### src/hdl/cobs_frame_decoder_top_defines.svh
// Assertion helpers shared by the decoder RTL.
// Both expect signals named clk and rst in the module that uses them.
`ifndef COBS_FRAME_DECODER_TOP_DEFINES_SVH
`define COBS_FRAME_DECODER_TOP_DEFINES_SVH

// Condition holds at every edge outside reset
`define CFD_ASSERT_NOW(lbl, cond, msg) \
  lbl: assert property (@(posedge clk) disable iff (rst) (cond)) else $error(msg);

// Antecedent at one edge implies consequent at the next
`define CFD_ASSERT_NEXT(lbl, ante, cons, msg) \
  lbl: assert property (@(posedge clk) disable iff (rst) (ante) |=> (cons)) else $error(msg);

`endif

### src/hdl/cobsd_pkg.sv
package cobsd_pkg;

  // Default geometry of the packet buffer ring
  localparam int DEF_BUF_BYTES = 256;
  localparam int DEF_NUM_SLOTS = 4;

  // Field widths of the stream items
  localparam int KIND_W   = 3;
  localparam int SLOT_W_O = 2;
  localparam int POS_W    = 9;
  localparam int BYTE_W   = 8;
  localparam int DROP_W   = 32;
  localparam int LEN_W    = 9;

  // Configuration register map
  localparam int CFG_IDX_W = 2;
  localparam logic [CFG_IDX_W-1:0] REG_MIN_LEN = 2'd0;
  localparam logic [CFG_IDX_W-1:0] REG_MAX_LEN = 2'd1;

  localparam logic [LEN_W-1:0] MIN_LEN_RST = 9'd1;
  localparam logic [LEN_W-1:0] MAX_LEN_RST = 9'd256;

  // COBS special bytes
  localparam logic [BYTE_W-1:0] CODE_RESTART = 8'hff;
  localparam logic [BYTE_W-1:0] BYTE_ZERO    = 8'h00;

  // Result queue depth
  localparam int QDEPTH = 4;

  typedef enum logic [KIND_W-1:0] {
    KIND_BYTE    = 3'd0,
    KIND_COMMIT  = 3'd1,
    KIND_DROP    = 3'd2,
    KIND_BAD_LEN = 3'd3,
    KIND_GARBAGE = 3'd4,
    KIND_OVERRUN = 3'd5
  } kind_t;

  typedef struct packed {
    kind_t               kind;
    logic [SLOT_W_O-1:0] slot;
    logic [POS_W-1:0]    position;
    logic [BYTE_W-1:0]   data;
    logic [DROP_W-1:0]   drop_count;
    logic                last;
  } res_t;

  // Up to two results produced by one input byte, in order
  typedef struct packed {
    logic [1:0] cnt;
    res_t       r0;
    res_t       r1;
  } step_out_t;

endpackage

### src/hdl/cobsd_step.sv
module cobsd_step #(
  parameter int BUF_BYTES = cobsd_pkg::DEF_BUF_BYTES,
  parameter int NUM_SLOTS = cobsd_pkg::DEF_NUM_SLOTS
) (
  input  logic                               clk,
  input  logic                               rst,
  input  logic                               cfg_we,
  input  logic [cobsd_pkg::CFG_IDX_W-1:0]    cfg_index,
  input  logic [cobsd_pkg::LEN_W-1:0]        cfg_data,
  input  logic                               in_fire,
  input  logic [cobsd_pkg::BYTE_W-1:0]       rx_byte,
  input  logic                               queue_has_room,
  output cobsd_pkg::step_out_t               step_out
);
  import cobsd_pkg::*;

  localparam int WP_W   = $clog2(BUF_BYTES + 1);
  localparam int SLOT_W = $clog2(NUM_SLOTS);
  localparam int CMP_W  = (WP_W > LEN_W) ? WP_W : LEN_W;

  logic [LEN_W-1:0]  min_frame_len;
  logic [LEN_W-1:0]  max_frame_len;
  logic [BYTE_W-1:0] code_value, code_value_next;
  logic [BYTE_W-1:0] block_left, block_left_next;
  logic [WP_W-1:0]   write_pos, write_pos_next;
  logic [SLOT_W-1:0] current_slot, current_slot_next;
  logic [DROP_W-1:0] dropped_frames, dropped_frames_next;

  logic              ovr, implied, len_ok;
  logic [BYTE_W-1:0] code_e, bl_e;
  logic [WP_W-1:0]   wp_e;
  logic              e0_v, e1_v;
  kind_t             e0_kind, e1_kind;
  logic [POS_W-1:0]  e0_pos, e1_pos;
  logic [BYTE_W-1:0] e0_data;
  res_t              e0, e1;

  // Configuration registers
  always_ff @(posedge clk) begin
    if (rst) begin
      min_frame_len <= MIN_LEN_RST;
      max_frame_len <= MAX_LEN_RST;
    end else if (cfg_we) begin
      case (cfg_index)
        REG_MIN_LEN: min_frame_len <= cfg_data;
        REG_MAX_LEN: max_frame_len <= cfg_data;
        default: ;
      endcase
    end
  end

  // Decode one byte: overrun check, then block body or code byte
  always_comb begin
    ovr     = (write_pos == WP_W'(BUF_BYTES)) && (rx_byte != BYTE_ZERO);
    code_e  = ovr ? CODE_RESTART : code_value;
    bl_e    = ovr ? BYTE_ZERO : block_left;
    wp_e    = ovr ? '0 : write_pos;
    implied = (bl_e == BYTE_ZERO) && (code_e != CODE_RESTART);
    len_ok  = (CMP_W'(wp_e) >= CMP_W'(min_frame_len)) &&
              (CMP_W'(wp_e) <= CMP_W'(max_frame_len));

    code_value_next     = code_value;
    block_left_next     = block_left;
    write_pos_next      = write_pos;
    current_slot_next   = current_slot;
    dropped_frames_next = dropped_frames;

    e0_v    = 1'b0;
    e0_kind = KIND_BYTE;
    e0_pos  = POS_W'(wp_e);
    e0_data = BYTE_ZERO;
    e1_v    = 1'b0;
    e1_kind = KIND_BYTE;
    e1_pos  = POS_W'(wp_e);

    // Full buffer and a non-zero byte: restart before decoding it
    if (ovr) begin
      e0_v    = 1'b1;
      e0_kind = KIND_OVERRUN;
      e0_pos  = POS_W'(write_pos);
    end

    if (bl_e != BYTE_ZERO) begin
      if (rx_byte == BYTE_ZERO) begin
        // zero inside a block
        e0_v            = 1'b1;
        e0_kind         = KIND_GARBAGE;
        code_value_next = CODE_RESTART;
        block_left_next = BYTE_ZERO;
        write_pos_next  = '0;
      end else begin
        e0_v            = 1'b1;
        e0_data         = rx_byte;
        write_pos_next  = wp_e + WP_W'(1);
        block_left_next = bl_e - BYTE_W'(1);
      end
    end else begin
      // implied zero after a short block, stored only inside the buffer
      if (implied && (wp_e < WP_W'(BUF_BYTES))) begin
        e0_v = 1'b1;
      end
      if (rx_byte == BYTE_ZERO) begin
        // frame end; length excludes the implied zero, which is wp_e
        if (implied || (wp_e != '0)) begin
          e1_v = 1'b1;
          if (!len_ok) begin
            e1_kind = KIND_BAD_LEN;
          end else if (queue_has_room) begin
            e1_kind = KIND_COMMIT;
            current_slot_next = (current_slot == SLOT_W'(NUM_SLOTS - 1)) ?
                                '0 : current_slot + SLOT_W'(1);
          end else begin
            e1_kind = KIND_DROP;
            dropped_frames_next = dropped_frames + DROP_W'(1);
          end
        end
        code_value_next = CODE_RESTART;
        block_left_next = BYTE_ZERO;
        write_pos_next  = '0;
      end else begin
        code_value_next = rx_byte;
        block_left_next = rx_byte - BYTE_W'(1);
        write_pos_next  = wp_e + WP_W'(implied);
      end
    end
  end

  // Pack results, first one in r0
  always_comb begin
    e0.kind       = e0_kind;
    e0.slot       = SLOT_W_O'(current_slot);
    e0.position   = e0_pos;
    e0.data       = e0_data;
    e0.drop_count = dropped_frames_next;
    e0.last       = !e1_v;
    e1.kind       = e1_kind;
    e1.slot       = SLOT_W_O'(current_slot);
    e1.position   = e1_pos;
    e1.data       = BYTE_ZERO;
    e1.drop_count = dropped_frames_next;
    e1.last       = 1'b1;
    step_out.cnt  = {1'b0, e0_v} + {1'b0, e1_v};
    step_out.r0   = e0_v ? e0 : e1;
    step_out.r1   = e1;
  end

  // Decoder state
  always_ff @(posedge clk) begin
    if (rst) begin
      code_value     <= CODE_RESTART;
      block_left     <= BYTE_ZERO;
      write_pos      <= '0;
      current_slot   <= '0;
      dropped_frames <= '0;
    end else if (in_fire) begin
      code_value     <= code_value_next;
      block_left     <= block_left_next;
      write_pos      <= write_pos_next;
      current_slot   <= current_slot_next;
      dropped_frames <= dropped_frames_next;
    end
  end

`include "cobs_frame_decoder_top_defines.svh"

  `CFD_ASSERT_NOW(a_wp_in_buf, write_pos <= WP_W'(BUF_BYTES), "write position past buffer end")
  `CFD_ASSERT_NOW(a_block_in_code, (block_left == BYTE_ZERO) || (block_left < code_value), "block count not below code")
  `CFD_ASSERT_NEXT(a_commit_slot, in_fire && e1_v && (e1_kind == KIND_COMMIT), current_slot != $past(current_slot), "slot did not advance on commit")
  `CFD_ASSERT_NEXT(a_drop_count, in_fire && e1_v && (e1_kind == KIND_DROP), dropped_frames == $past(dropped_frames) + DROP_W'(1), "drop counter missed a drop")

endmodule

### src/hdl/cobsd_outq.sv
module cobsd_outq (
  input  logic                 clk,
  input  logic                 rst,
  input  logic                 in_fire,
  input  cobsd_pkg::step_out_t step_out,
  output logic                 space_ok,
  output logic                 m_valid,
  input  logic                 m_ready,
  output cobsd_pkg::res_t      m_res
);
  import cobsd_pkg::*;

  localparam int QPTR_W = $clog2(QDEPTH);
  localparam int CNT_W  = $clog2(QDEPTH + 1);

  res_t              mem [QDEPTH];
  logic [QPTR_W-1:0] head, tail;
  logic [QPTR_W-1:0] head_next, tail_next;
  logic [CNT_W-1:0]  count, count_next;
  logic [1:0]        push_cnt;
  logic              pop;

  assign push_cnt = in_fire ? step_out.cnt : 2'd0;
  assign pop      = m_valid && m_ready;
  assign m_valid  = (count != '0);
  assign m_res    = mem[head];
  // room for the largest burst of one item
  assign space_ok = (count <= CNT_W'(QDEPTH - 2));

  always_comb begin
    head_next  = pop ? head + QPTR_W'(1) : head;
    tail_next  = tail + QPTR_W'(push_cnt);
    count_next = count + CNT_W'(push_cnt) - CNT_W'(pop);
  end

  // Payload store
  always_ff @(posedge clk) begin
    if (push_cnt != 2'd0) begin
      mem[tail] <= step_out.r0;
    end
    if (push_cnt == 2'd2) begin
      mem[tail + QPTR_W'(1)] <= step_out.r1;
    end
  end

  // Pointers and fill level
  always_ff @(posedge clk) begin
    if (rst) begin
      head  <= '0;
      tail  <= '0;
      count <= '0;
    end else begin
      head  <= head_next;
      tail  <= tail_next;
      count <= count_next;
    end
  end

`include "cobs_frame_decoder_top_defines.svh"

  `CFD_ASSERT_NOW(a_q_bound, count <= CNT_W'(QDEPTH), "result queue overfilled")
  `CFD_ASSERT_NOW(a_q_burst, (push_cnt != 2'd2) || (count <= CNT_W'(QDEPTH - 2)), "two results pushed without room")
  `CFD_ASSERT_NEXT(a_q_drain, pop && (push_cnt == 2'd0), count == $past(count) - CNT_W'(1), "fill level wrong after pop")

endmodule

### src/hdl/cobs_frame_decoder_top.sv
// COBS frame decoder.
// Input stream (s_*): one raw link byte per item with a queue-room flag in
// tdata. Output stream (m_*): one result per item; tuser is the kind (stored
// byte, commit, dropped, bad length, garbage, overrun), tlast marks the last
// result caused by one input byte. Config port: cfg_we/cfg_index/cfg_data
// writes the min (index 0) and max (index 1) frame length limits.
// Results of an accepted byte are written into the result queue and offered
// from there. Throughput: one byte per cycle while s_tready is high; each
// byte yields zero, one or two results (implied zero plus frame status),
// and the output port delivers one result per cycle while m_tready is high.
// The figure is set by the single-pass decode step feeding a four-entry
// result queue; s_tready is low while three or more results wait.
// Reset: decoder state cleared, slot 0, drop counter 0, limits 1 and 256,
// queue empty. A stall on m_tready holds the results in the queue, and
// input stops once the queue cannot take another two.
module cobs_frame_decoder_top #(
  parameter int BUF_BYTES = cobsd_pkg::DEF_BUF_BYTES,
  parameter int NUM_SLOTS = cobsd_pkg::DEF_NUM_SLOTS
) (
  input  logic                            clk,
  input  logic                            rst,
  input  logic                            cfg_we,
  input  logic [cobsd_pkg::CFG_IDX_W-1:0] cfg_index,
  input  logic [cobsd_pkg::LEN_W-1:0]     cfg_data,
  input  logic                            s_tvalid,
  output logic                            s_tready,
  input  logic [15:0]                     s_tdata,   // rx_byte, queue_has_room
  output logic                            m_tvalid,
  input  logic                            m_tready,
  output logic [55:0]                     m_tdata,   // slot, position, data, drop_count
  output logic [cobsd_pkg::KIND_W-1:0]    m_tuser,   // kind
  output logic                            m_tlast
);
  import cobsd_pkg::*;

  logic      in_fire;
  step_out_t step_out;
  res_t      head_res;

  assign in_fire = s_tvalid && s_tready;

  cobsd_step #(
    .BUF_BYTES(BUF_BYTES),
    .NUM_SLOTS(NUM_SLOTS)
  ) u_step (
    .clk           (clk),
    .rst           (rst),
    .cfg_we        (cfg_we),
    .cfg_index     (cfg_index),
    .cfg_data      (cfg_data),
    .in_fire       (in_fire),
    .rx_byte       (s_tdata[7:0]),
    .queue_has_room(s_tdata[8]),
    .step_out      (step_out)
  );

  cobsd_outq u_outq (
    .clk     (clk),
    .rst     (rst),
    .in_fire (in_fire),
    .step_out(step_out),
    .space_ok(s_tready),
    .m_valid (m_tvalid),
    .m_ready (m_tready),
    .m_res   (head_res)
  );

  // Output packing, lowest field first
  assign m_tdata = {5'b0, head_res.drop_count, head_res.data,
                    head_res.position, head_res.slot};
  assign m_tuser = head_res.kind;
  assign m_tlast = head_res.last;

endmodule

### config.mk
export PLATFORM = sky130hd
export DESIGN_NAME = cobs_frame_decoder_top
export DESIGN_NICKNAME = d
export VERILOG_FILES = /design/src/hdl/cobsd_pkg.sv /design/src/hdl/cobsd_step.sv /design/src/hdl/cobsd_outq.sv /design/src/hdl/cobs_frame_decoder_top.sv
export VERILOG_INCLUDE_DIRS = /design/src /design/src/hdl
export SDC_FILE = /design/constraint.sdc
export NUM_CORES = 1
export LEC_CHECK = 0
export BUFFER_PORTS_ARGS = -buffer_cell sky130_fd_sc_hd__buf_2
export CAP_MARGIN = 20
export CORE_ASPECT_RATIO = 1.1
export CORE_UTILIZATION = 62
export CTS_CLUSTER_SIZE = 24
export DETAILED_ROUTE_END_ITERATION = 8
export GPL_TIMING_DRIVEN = 0
export PLACE_DENSITY = 0.85
export SETUP_SLACK_MARGIN = 0.5
export SLEW_MARGIN = 40
export SYNTH_ARGS = -nofsm -noshare
export SYNTH_HDL_FRONTEND = slang
export SYNTH_HIERARCHICAL = 1
export SYNTH_SLANG_ARGS = --single-unit
### constraint.sdc
create_clock -name clk -period 8.05 [get_ports clk]
set_clock_uncertainty 0.15 [all_clocks]
set_input_delay 0.4025 -clock clk [delete_from_list [all_inputs] [get_ports clk]]
set_output_delay 0.4025 -clock clk [all_outputs]
set_load 0.01 [all_outputs]
==> impl_metrics.csv, run 1 <==
group,metric,value,unit
outcome,status,"finished clean",
floorplan,initial_core_util,63.26,%
synth,synthCells,1322,
synth,syn_avg_cell_area,12.94,sq um
power_and_ir_drop,leakagePower,7.184,nW
synth,synthFlopType,"edfxtp_1",
setup_path,crit_fanout,10,
synth,synth_top_cell_by_area,"edfxtp_1",
sta,hold_viol,0,
sta,fmax,163.2,MHz
setup_path,critPathKind,"register to register",
synth,yosysSeqAreaShare,48.69,%
floorplan,die-area,28260,sq um
synth,synth_warnings,6,
synth,synth_area,17100,sq um
detailed_routing,drc_errors,0,
synth,yosysTopAreaCellShare,38.62,%
cells_and_area,fin_nets,1533,
global_routing,grt_pass1_vias,11530,
cells_and_area,utilization,71.60,%
setup_path,cp_top_family,"simple AND/OR/NAND/NOR gates",
cells_and_area,syn2layout_area_growth,13.18,%
clock_tree,cts_tree,"built",
sta,slew_headroom,41.71,%
setup_path,path_buf_inv,6,
synth,synth_seq_cells,306,
cells_and_area,antennaDiodeCount,0,
setup_path,slowest_delay,630,ps
setup_path,cp_cell_sequence,"clkbuf_1, nor4_2, nand2_1, or2_2, clkbuf_1, clkbuf_1, nand2_1, ha_1, nor3b_1, and2_1, nand3_1, inv_1, ha_1, and3b_4, and2_1, buf_6, buf_6, mux2_2",
power_and_ir_drop,powerDensity,272.3,nW/um^2
sta,rsz0062_at_grt,"false",
placed_design,dp_hpwl,26.90,mm
clock_tree,clk_pin_slew,70,ps
floorplan,die_w,160.4,um
floorplan,row_count,63,
detailed_routing,routedWlPerCell,21.26,um
setup_path,endpoint_kind,"register",
sta,hold_ws,14.16,ps
sta,fin_crit,6129,ps
global_routing,gr-usage-all-layers,28.21,%
cells_and_area,stdcell_area,19360,sq um
min_path,min_path_type,"input port to register",
clock_tree,cts.sinks,306,
floorplan,pin_count,94,
detailed_routing,drtPass1Iterations,7,
detailed_routing,via_per_inst,6.111,
sta,drv_slew,0,
synth,async_flop_share,0,%
clock_tree,cts_buffers,31,
synth,synth-edff-count,220,
synth,synth.distinct_cells,71,
global_routing,gr-total-overflow,0,
floorplan,die_h,176.2,um
detailed_routing,ant_nets,0,
clock_tree,htree_levels,1,
detailed_routing,finalWirelength,39.32,mm
setup_path,arrival,6280,ps
synth,netlist_top_cells_area,"edfxtp_1, mux2_2, dfxtp_1",
power_and_ir_drop,worst_ir_drop_vdd,0.2540,mV
placed_design,port_buffers,80,
global_routing,antenna_found_initial,1,
setup_path,crit_required,8200,ps
floorplan,core_region_area,27040,sq um
clock_tree,clock_latency,560,ps
clock_tree,cts.path.max_buffers,3,
cells_and_area,drive_gt1_share,35.63,%
global_routing,grt_max_degree,34,
setup_path,crit_slowest_cell,"nor4_2",
sta,post-route-period-util,76.13,%
global_routing,grt_pass1_wl,62.46,mm
setup_path,startpoint_type,"register",
setup_path,crit_path_frequent_cell,"clkbuf_1",
flow_run,maxCapViolations,0,
placed_design,place_congestion,0.9454,
placed_design,placed_area,18240,sq um
clock_tree,cts_root_buf,"clkbuf_16",
power_and_ir_drop,design_power_total,5.271,mW
detailed_routing,drt_iter0_drc,926,
sta,setup_viol,0,
detailed_routing,vias,11310,
sta,tightest_slew,874.3,ps
sta,fin_setup_tns,0,ps
[synth_stat cells (4+ instances only)]
cell type and n:
a211o_1 6, a21oi_1 39, a31o_2 5, a31oi_1 10
and2_1 12, and3_1 11, buf_12 6, buf_2 11
buf_4 50, buf_6 17, clkbuf_1 58, dfxtp_1 86
edfxtp_1 220, ha_1 30, inv_1 36, mux2_1 10
mux2_2 171, mux2_4 57, mux2i_1 14, mux4_2 55
nand2_1 47, nand2b_1 10, nand3_1 30, nand4_1 31
nor2_1 76, nor2b_1 25, nor3_1 19, nor3b_1 5
nor4_1 14, o211ai_1 4, o21ai_0 21, o22a_1 8
or2_2 4, or3_1 17, or4_1 6, xnor2_1 27
xor2_1 18
[cells in the final DEF, fill, tap and decap left out, types with 15 or more instances in the layout]
cell type,synthesis,layout
mux4_2,55,55
nor2b_1,25,25
buf_4,50,50
ha_1,30,30
xnor2_1,27,27
mux2_4,57,57
or3_1,17,17
nor2_1,76,76
nand2_1,47,47
dfxtp_1,86,86
nand4_1,31,31
buf_2,11,91
nand3_1,30,30
conb_1,3,15
edfxtp_1,220,220
clkbuf_1,58,64
mux2_2,171,171
o21ai_0,21,21
inv_1,36,36
xor2_1,18,18
clkbuf_16,0,32
nor3_1,19,18
buf_6,17,17
a21oi_1,39,39
[final timing paths]
kind / start / end / slack (ps) / depth (start not counted)
max reg2reg: u_step/write_pos[3] / u_outq/mem[3][28] / 1920 / 18
min: s_tdata[7] / u_step/code_value[7] / 10 / 2
min reg2reg: u_step/code_value[2] / u_step/code_value[2] / 340 / 1
max: u_step/write_pos[3] / u_outq/mem[3][28] / 1920 / 18
[cells by family after synthesis]
family	Yosys count	synth area share, %
AND/OR/NAND/NOR	327	10.41
flip-flops	306	48.69
buffers and inverters	181	6.467
other	3	0.06583
multiplexers	307	24.98
adder cells (fa/ha/maj)	31	2.312
XOR/XNOR	45	2.304
AO/OA/AOI/OAI	122	4.770
[routing by layer]
layer	wire, um	global-route usage (%)
met1	15680	34.40
met2	20330	51.00
met3	1910	3.477
met4	1390	11.03
met5	13	0
[per-stage QoR]
stage,setup WS (ps),instances
3_5_place_dp,2166,1781
6_report,1921,1850
4_1_cts,2142,1850
5_1_grt,1666,1850
2_1_floorplan,1417,1334
3_3_place_gp,-1749,1771
[repair_timing]
item,in CTS,in global routing
setup buffers,0,0
setup endpoints to repair,0,0
hold endpoints to repair,22,0
resized for setup,0,0
hold buffers,13,0
[flip-flops by register name, indices dropped and copies added, names as in the netlist, 3 cells and up, named ones only]
register	flops
u_outq/mem	220
u_step/dropped_frames	32
u_step/max_frame_len	9
u_step/min_frame_len	9
u_step/write_pos	9
u_step/block_left	8
u_step/code_value	8
u_outq/count	3
[report_power, final]
group          internal, mW  switching, mW
Clock                 0.798          0.593
Sequential             1.99         0.0959
Combinational         0.774           1.02
[area by class of cell]
type	instances	area [sq um]
Sequential cell	306	8328
Multi-Input combinational cell	847	7779
Fill cell	1774	7679
Buffer	145	972.2
Clock buffer	40	840.8
Timing Repair Buffer	103	715.7
Tap cell	357	446.7
Clock inverter	16	141.4
Inverter	36	135.1
Power figures use the tool's default switching activity.
==> run 2: changes to the inputs <==
==> constraint.sdc (replaced) <==
create_clock -name clk -period 6.3 [get_ports clk]
set_clock_uncertainty 0.15 [all_clocks]
set_input_delay 0.315 -clock clk [delete_from_list [all_inputs] [get_ports clk]]
set_output_delay 0.315 -clock clk [all_outputs]
set_load 0.01 [all_outputs]
==> impl_metrics.csv, run 2 (synthesis results as in run 1) <==
group,metric,value,unit
sta,hold_ws,25.10,ps
sta,rsz0062_at_grt,"false",
placed_design,place_congestion,0.9370,
setup_path,arrival,5720,ps
cells_and_area,drive_gt1_share,35.93,%
power_and_ir_drop,switchingPower,2.205,mW
outcome,status,"finished clean",
floorplan,pin_count,94,
sta,layout_setup_ws,735.9,ps
placed_design,dp_hpwl,26.59,mm
flow_run,maxCapViolations,0,
cells_and_area,fill_cells,1737,
placed_design,place_ws,545.5,ps
sta,post-route-period-util,88.32,%
cells_and_area,largest_register_ffs,220,
clock_tree,cts_root_buf,"clkbuf_16",
global_routing,grt_max_degree,34,
sta,fin_crit,5564,ps
min_path,min_path_type,"input port to register",
clock_tree,cts.sinks,306,
floorplan,row_count,63,
setup_path,critPathKind,"register to register",
clock_tree,htree_levels,1,
floorplan,initial_core_util,63.26,%
setup_path,crit_fanout,10,
clock_tree,cts_buffers,30,
sta,tightest_slew,911.7,ps
detailed_routing,drtPass1Iterations,5,
cells_and_area,regMostFlops,"u_outq/mem",
detailed_routing,vias,11350,
sta,fin_setup_tns,0,ps
power_and_ir_drop,swShare,31.78,%
sta,hold_viol,0,
clock_tree,clock_latency,580,ps
cells_and_area,layout_common_cells,"edfxtp_1, mux2_2, buf_2, dfxtp_1, nor2_1",
floorplan,die_h,176.2,um
setup_path,endpoint_kind,"register",
global_routing,grt_pass1_vias,11560,
global_routing,grt_pass1_wl,61.17,mm
sta,drv_slew,0,
detailed_routing,drt_iter0_drc,1035,
power_and_ir_drop,power_frac_comb,33.4,%
placed_design,port_buffers,80,
cells_and_area,utilization,72.22,%
cells_and_area,reg_top3,"u_outq/mem: 220 flops, u_step/dropped_frames: 32 flops",
detailed_routing,drc_errors,0,
power_and_ir_drop,intPower,4.734,mW
cells_and_area,antennaDiodeCount,0,
global_routing,antenna_found_initial,1,
detailed_routing,via_per_inst,6.114,
detailed_routing,finalWirelength,38.90,mm
floorplan,die_w,160.4,um
power_and_ir_drop,clockPowerShare,28.3,%
sta,setup_viol,0,
min_path,hold_depth,4,
detailed_routing,routedWlPerCell,20.95,um
clock_tree,cts_tree,"built",
global_routing,gr-total-overflow,0,
global_routing,gr-usage-all-layers,27.64,%
setup_path,ff2ff_path_depth,18,
detailed_routing,ant_nets,0,
sta,fmax,179.7,MHz
clock_tree,clk_pin_slew,60,ps
power_and_ir_drop,power_frac_seq,38.3,%
sta,slew_headroom,38.75,%
cells_and_area,syn2layout_area_growth,14.16,%
floorplan,core_region_area,27040,sq um
clock_tree,cts.path.max_buffers,3,
setup_path,startpoint_type,"register",
floorplan,die-area,28260,sq um
power_and_ir_drop,leakagePower,7.270,nW
cells_and_area,final_common_cell,"edfxtp_1",
power_and_ir_drop,worst_ir_drop_vdd,0.2180,mV
power_and_ir_drop,powerDensity,355.4,nW/um^2
cells_and_area,fin_nets,1539,
setup_path,crit_required,6450,ps
==> run 2: path summary, 6_finish.rpt <==
path	startpoint	slack, ps	endpoint
worst max-delay path	u_step/write_pos[3]	740	u_outq/mem[3][10]
worst min-delay path	cfg_index[1]	30	u_step/min_frame_len[6]
worst min register to register	u_step/code_value[2]	340	u_step/code_value[2]
worst max register to register	u_step/write_pos[3]	740	u_outq/mem[3][10]
==> run 2: through the flow <==
step	cell area (sq um)	power (mW)	instances
6_report	19530	6.940	1857
3_5_place_dp	18210	4.976	1780
5_1_grt	19530	7.234	1857
4_1_cts	19500	6.938	1856
2_1_floorplan	17160	4.193	1334
3_3_place_gp	18010	4.837	1771
==> run 2: worst max-delay path, cell delays in order, from the launching register on <==
cell and delay [ps]:
dfxtp_1 300, clkbuf_1 230, nor4_4 450, nand2_1 130
or2_2 290, clkbuf_1 170, clkbuf_1 280, nand2_1 200
ha_1 260, nor3b_2 360, and2_1 260, nand3_1 240
inv_1 370, ha_1 340, and3b_4 350, and2_1 150
buf_6 210, buf_6 210, mux2_2 360
==> run 2: layer usage <==
| metal | wire length [um] | track usage [%] |
|---|---|---|
| met5 | 18 | 0 |
| met4 | 1563 | 13.25 |
| met3 | 2222 | 3.524 |
| met2 | 19890 | 48.79 |
| met1 | 15210 | 33.67 |
==> run 2: repair_timing <==
item	in CTS	in global routing
endpoints found under the setup margin	4	353
cloned	0	0
pin swaps	1	1
setup buffers	2	1
hold buffers	18	0
endpoints found under the hold margin	36	0
resized for setup	0	2
==> run 2: layout make-up <==
class                   instances  area (sq um)  share of cell area, %
plain buffers                 145         972.2                  4.979
well taps                     357         446.7                  2.288
repair buffers                110         760.7                  3.896
clock inverters                20         301.5                  1.544
flip-flops and latches        306          8328                  42.65
inverters                      36         135.1                 0.6921
multi-input cells             847          7787                  39.88
clock buffers                  36         793.3                  4.063
==> run 2: power groups by stage <==
stage               clock network (mW)  logic, mW  registers, mW
floorplan                            0       1.52           2.67
global route                      2.06       2.49           2.69
CTS                               1.98       2.30           2.66
finish                            1.96       2.32           2.66
global placement                     0       2.12           2.71
detailed placement                   0       2.28           2.70
==> run 3: changes to the inputs <==
--- a/config.mk
+++ b/config.mk
@@ -10,10 +10,9 @@
 export CAP_MARGIN = 20
 export CORE_ASPECT_RATIO = 1.1
 export CORE_UTILIZATION = 62
-export CTS_CLUSTER_SIZE = 24
 export DETAILED_ROUTE_END_ITERATION = 8
 export GPL_TIMING_DRIVEN = 0
-export PLACE_DENSITY = 0.85
+export PLACE_DENSITY_LB_ADDON = 0.15
 export SETUP_SLACK_MARGIN = 0.5
 export SLEW_MARGIN = 40
 export SYNTH_ARGS = -nofsm -noshare
==> impl_metrics.csv, run 3 (synthesis results as in run 1) <==
group,metric,value,unit
cells_and_area,layout_common_cells,"edfxtp_1, mux2_2, buf_2, dfxtp_1, nor2_1",
clock_tree,clk_pin_slew,60,ps
detailed_routing,vias,11170,
detailed_routing,drt_iter0_drc,996,
floorplan,initial_core_util,63.26,%
setup_path,startpoint_type,"register",
min_path,min_path_type,"input port to register",
floorplan,row_count,63,
setup_path,crit_fanout,14,
cells_and_area,fill_cells,1809,
cells_and_area,final_common_cell,"edfxtp_1",
clock_tree,cts.sinks,306,
power_and_ir_drop,power_frac_seq,37.6,%
cells_and_area,reg_top3,"u_outq/mem: 220 flops, u_step/dropped_frames: 32 flops",
min_path,min_to,"u_step/min_frame_len[0]",
setup_path,critPathKind,"register to register",
sta,post-route-period-util,87.04,%
cells_and_area,largest_register_ffs,220,
detailed_routing,dr_wl_met2,19.51,mm
sta,rsz0062_at_grt,"false",
placed_design,dp_hpwl,25.86,mm
sta,setup_viol,0,
clock_tree,cts_tree,"built",
clock_tree,cts_buffers,34,
detailed_routing,top_layer,"met4",
power_and_ir_drop,clockPowerShare,29.8,%
detailed_routing,drtPass1Iterations,5,
min_path,hp-start,"cfg_index[1]",
detailed_routing,drc_errors,0,
floorplan,die_w,160.4,um
setup_path,r2r_start,"u_step/write_pos[3]",
power_and_ir_drop,leakagePower,7.343,nW
flow_run,maxCapViolations,0,
sta,slew_headroom,43.86,%
detailed_routing,ant_nets,0,
global_routing,grt_pass1_vias,11060,
cells_and_area,drive_gt1_share,35.99,%
power_and_ir_drop,swShare,31.23,%
setup_path,ff2ff_path_depth,19,
cells_and_area,syn2layout_area_growth,15.06,%
cells_and_area,fin_cells,1863,
detailed_routing,met3_wirelength,1.979,mm
cells_and_area,antennaDiodeCount,0,
sta,hold_viol,0,
setup_path,r2r_setup_slack,820,ps
detailed_routing,finalWirelength,38.52,mm
power_and_ir_drop,powerDensity,359.8,nW/um^2
clock_tree,clock_latency,510,ps
setup_path,crit_required,6360,ps
cells_and_area,regMostFlops,"u_outq/mem",
detailed_routing,via_per_inst,5.997,
clock_tree,cts.path.max_buffers,3,
floorplan,core_region_area,27040,sq um
sta,fmax,182.4,MHz
placed_design,dp.cells,1783,
sta,tightest_slew,835.6,ps
floorplan,pin_count,94,
setup_path,crit_slowest_cell,"nor4_4",
detailed_routing,met1_length,15.67,mm
setup_path,cp_top_family,"simple AND/OR/NAND/NOR gates",
setup_path,path_buf_inv,7,
setup_path,slowest_delay,500,ps
global_routing,gr-usage-all-layers,27.83,%
placed_design,port_buffers,80,
clock_tree,cts_root_buf,"clkbuf_16",
floorplan,die_h,176.2,um
global_routing,grt_max_degree,32,
floorplan,die-area,28260,sq um
power_and_ir_drop,worst_ir_drop_vdd,0.2450,mV
sta,layout_setup_ws,816.3,ps
global_routing,grt_pass1_wl,60.86,mm
setup_path,endpoint_kind,"register",
placed_design,place_congestion,0.9018,
global_routing,antenna_found_initial,0,
detailed_routing,routedWlPerCell,20.67,um
sta,drv_slew,0,
global_routing,gr-total-overflow,0,
power_and_ir_drop,switchingPower,2.212,mW
min_path,hold_depth,4,
cells_and_area,fin_nets,1543,
placed_design,place_ws,492.7,ps
setup_path,cp_cell_sequence,"clkbuf_1, nor4_4, nand2_1, or2_2, clkbuf_1, clkbuf_2, nand2_1, ha_1, nor3b_2, and2_1, nand3_1, inv_2, ha_1, and2b_1, a21oi_1, o2bb2ai_4, buf_8, buf_16, buf_8",
setup_path,reg2reg_to,"u_outq/mem[2][16]",
power_and_ir_drop,power_frac_comb,32.7,%
power_and_ir_drop,intPower,4.870,mW
sta,fin_crit,5484,ps
outcome,status,"finished clean",
clock_tree,htree_levels,2,
setup_path,arrival,5550,ps
-- run 3: repair_timing --
action,CTS,global route
buffers inserted,0,0
gates cloned,0,0
pin swaps,0,0
setup endpoints to repair,54,354
hold buffers,18,0
endpoints found under the hold margin,32,0
gates resized for setup,1,7
-- run 3: worst min-delay path, cell delays in order --
cell	delay, ps
buf_2	90
nor3b_2	80
nor2b_1	120
a211o_1	100
-- run 3: stage by stage --
stage	power, mW	utilization, %	instance area, sq um	hold slack [ps]	setup TNS [ps]
2_1_floorplan	4.193	-	17160	236.6	0
3_3_place_gp	4.851	66.61	18010	316.4	-271170
3_5_place_dp	4.974	67.58	18270	324.5	0
4_1_cts	7.102	72.71	19660	47.80	0
5_1_grt	7.400	72.79	19680	82.22	0
6_report	7.082	72.79	19680	71.95	0
-- run 3: per-layer routing --
metal  vias to the layer above  track usage (%)
met5                         -                0
met4                         0            11.03
met3                        85            4.534
met2                       324            48.12
met1                      5530            35.02
li1                       5234                -
-- run 3: how the worst max path moves through the flow --
stage / startpoint / endpoint / slack, ps / cells past startpoint
floorplan: u_step/write_pos[3] / u_outq/mem[0][0] / 870 / 16
detailed placement: u_step/write_pos[3] / u_outq/mem[2][18] / 490 / 19
finish: u_step/write_pos[3] / u_outq/mem[2][16] / 820 / 19
global route: s_tdata[4] / u_outq/mem[0][20] / 530 / 18
global placement: u_step/write_pos[3] / u_outq/mem[0][44] / -1420 / 16
CTS: u_step/write_pos[3] / u_outq/mem[2][22] / 560 / 19
-- run 3: final cells by class --
cell class / instances / area, sq um / area share, %
flip-flops and latches: 306 / 8328 / 42.32
clock inverters: 14 / 188.9 / 0.9600
inverters: 36 / 135.1 / 0.6866
plain buffers: 145 / 973.4 / 4.946
multi-input cells: 847 / 7801 / 39.64
repair buffers: 110 / 797.0 / 4.050
well taps: 357 / 446.7 / 2.270
clock buffers: 48 / 1010 / 5.131
-- run 3: power by group through the flow --
stage	combinational, mW	clock, mW	sequential [mW]
floorplan	1.52	0	2.67
global placement	2.13	0	2.72
detailed placement	2.27	0	2.70
CTS	2.31	2.14	2.66
global route	2.49	2.22	2.69
finish	2.31	2.11	2.66
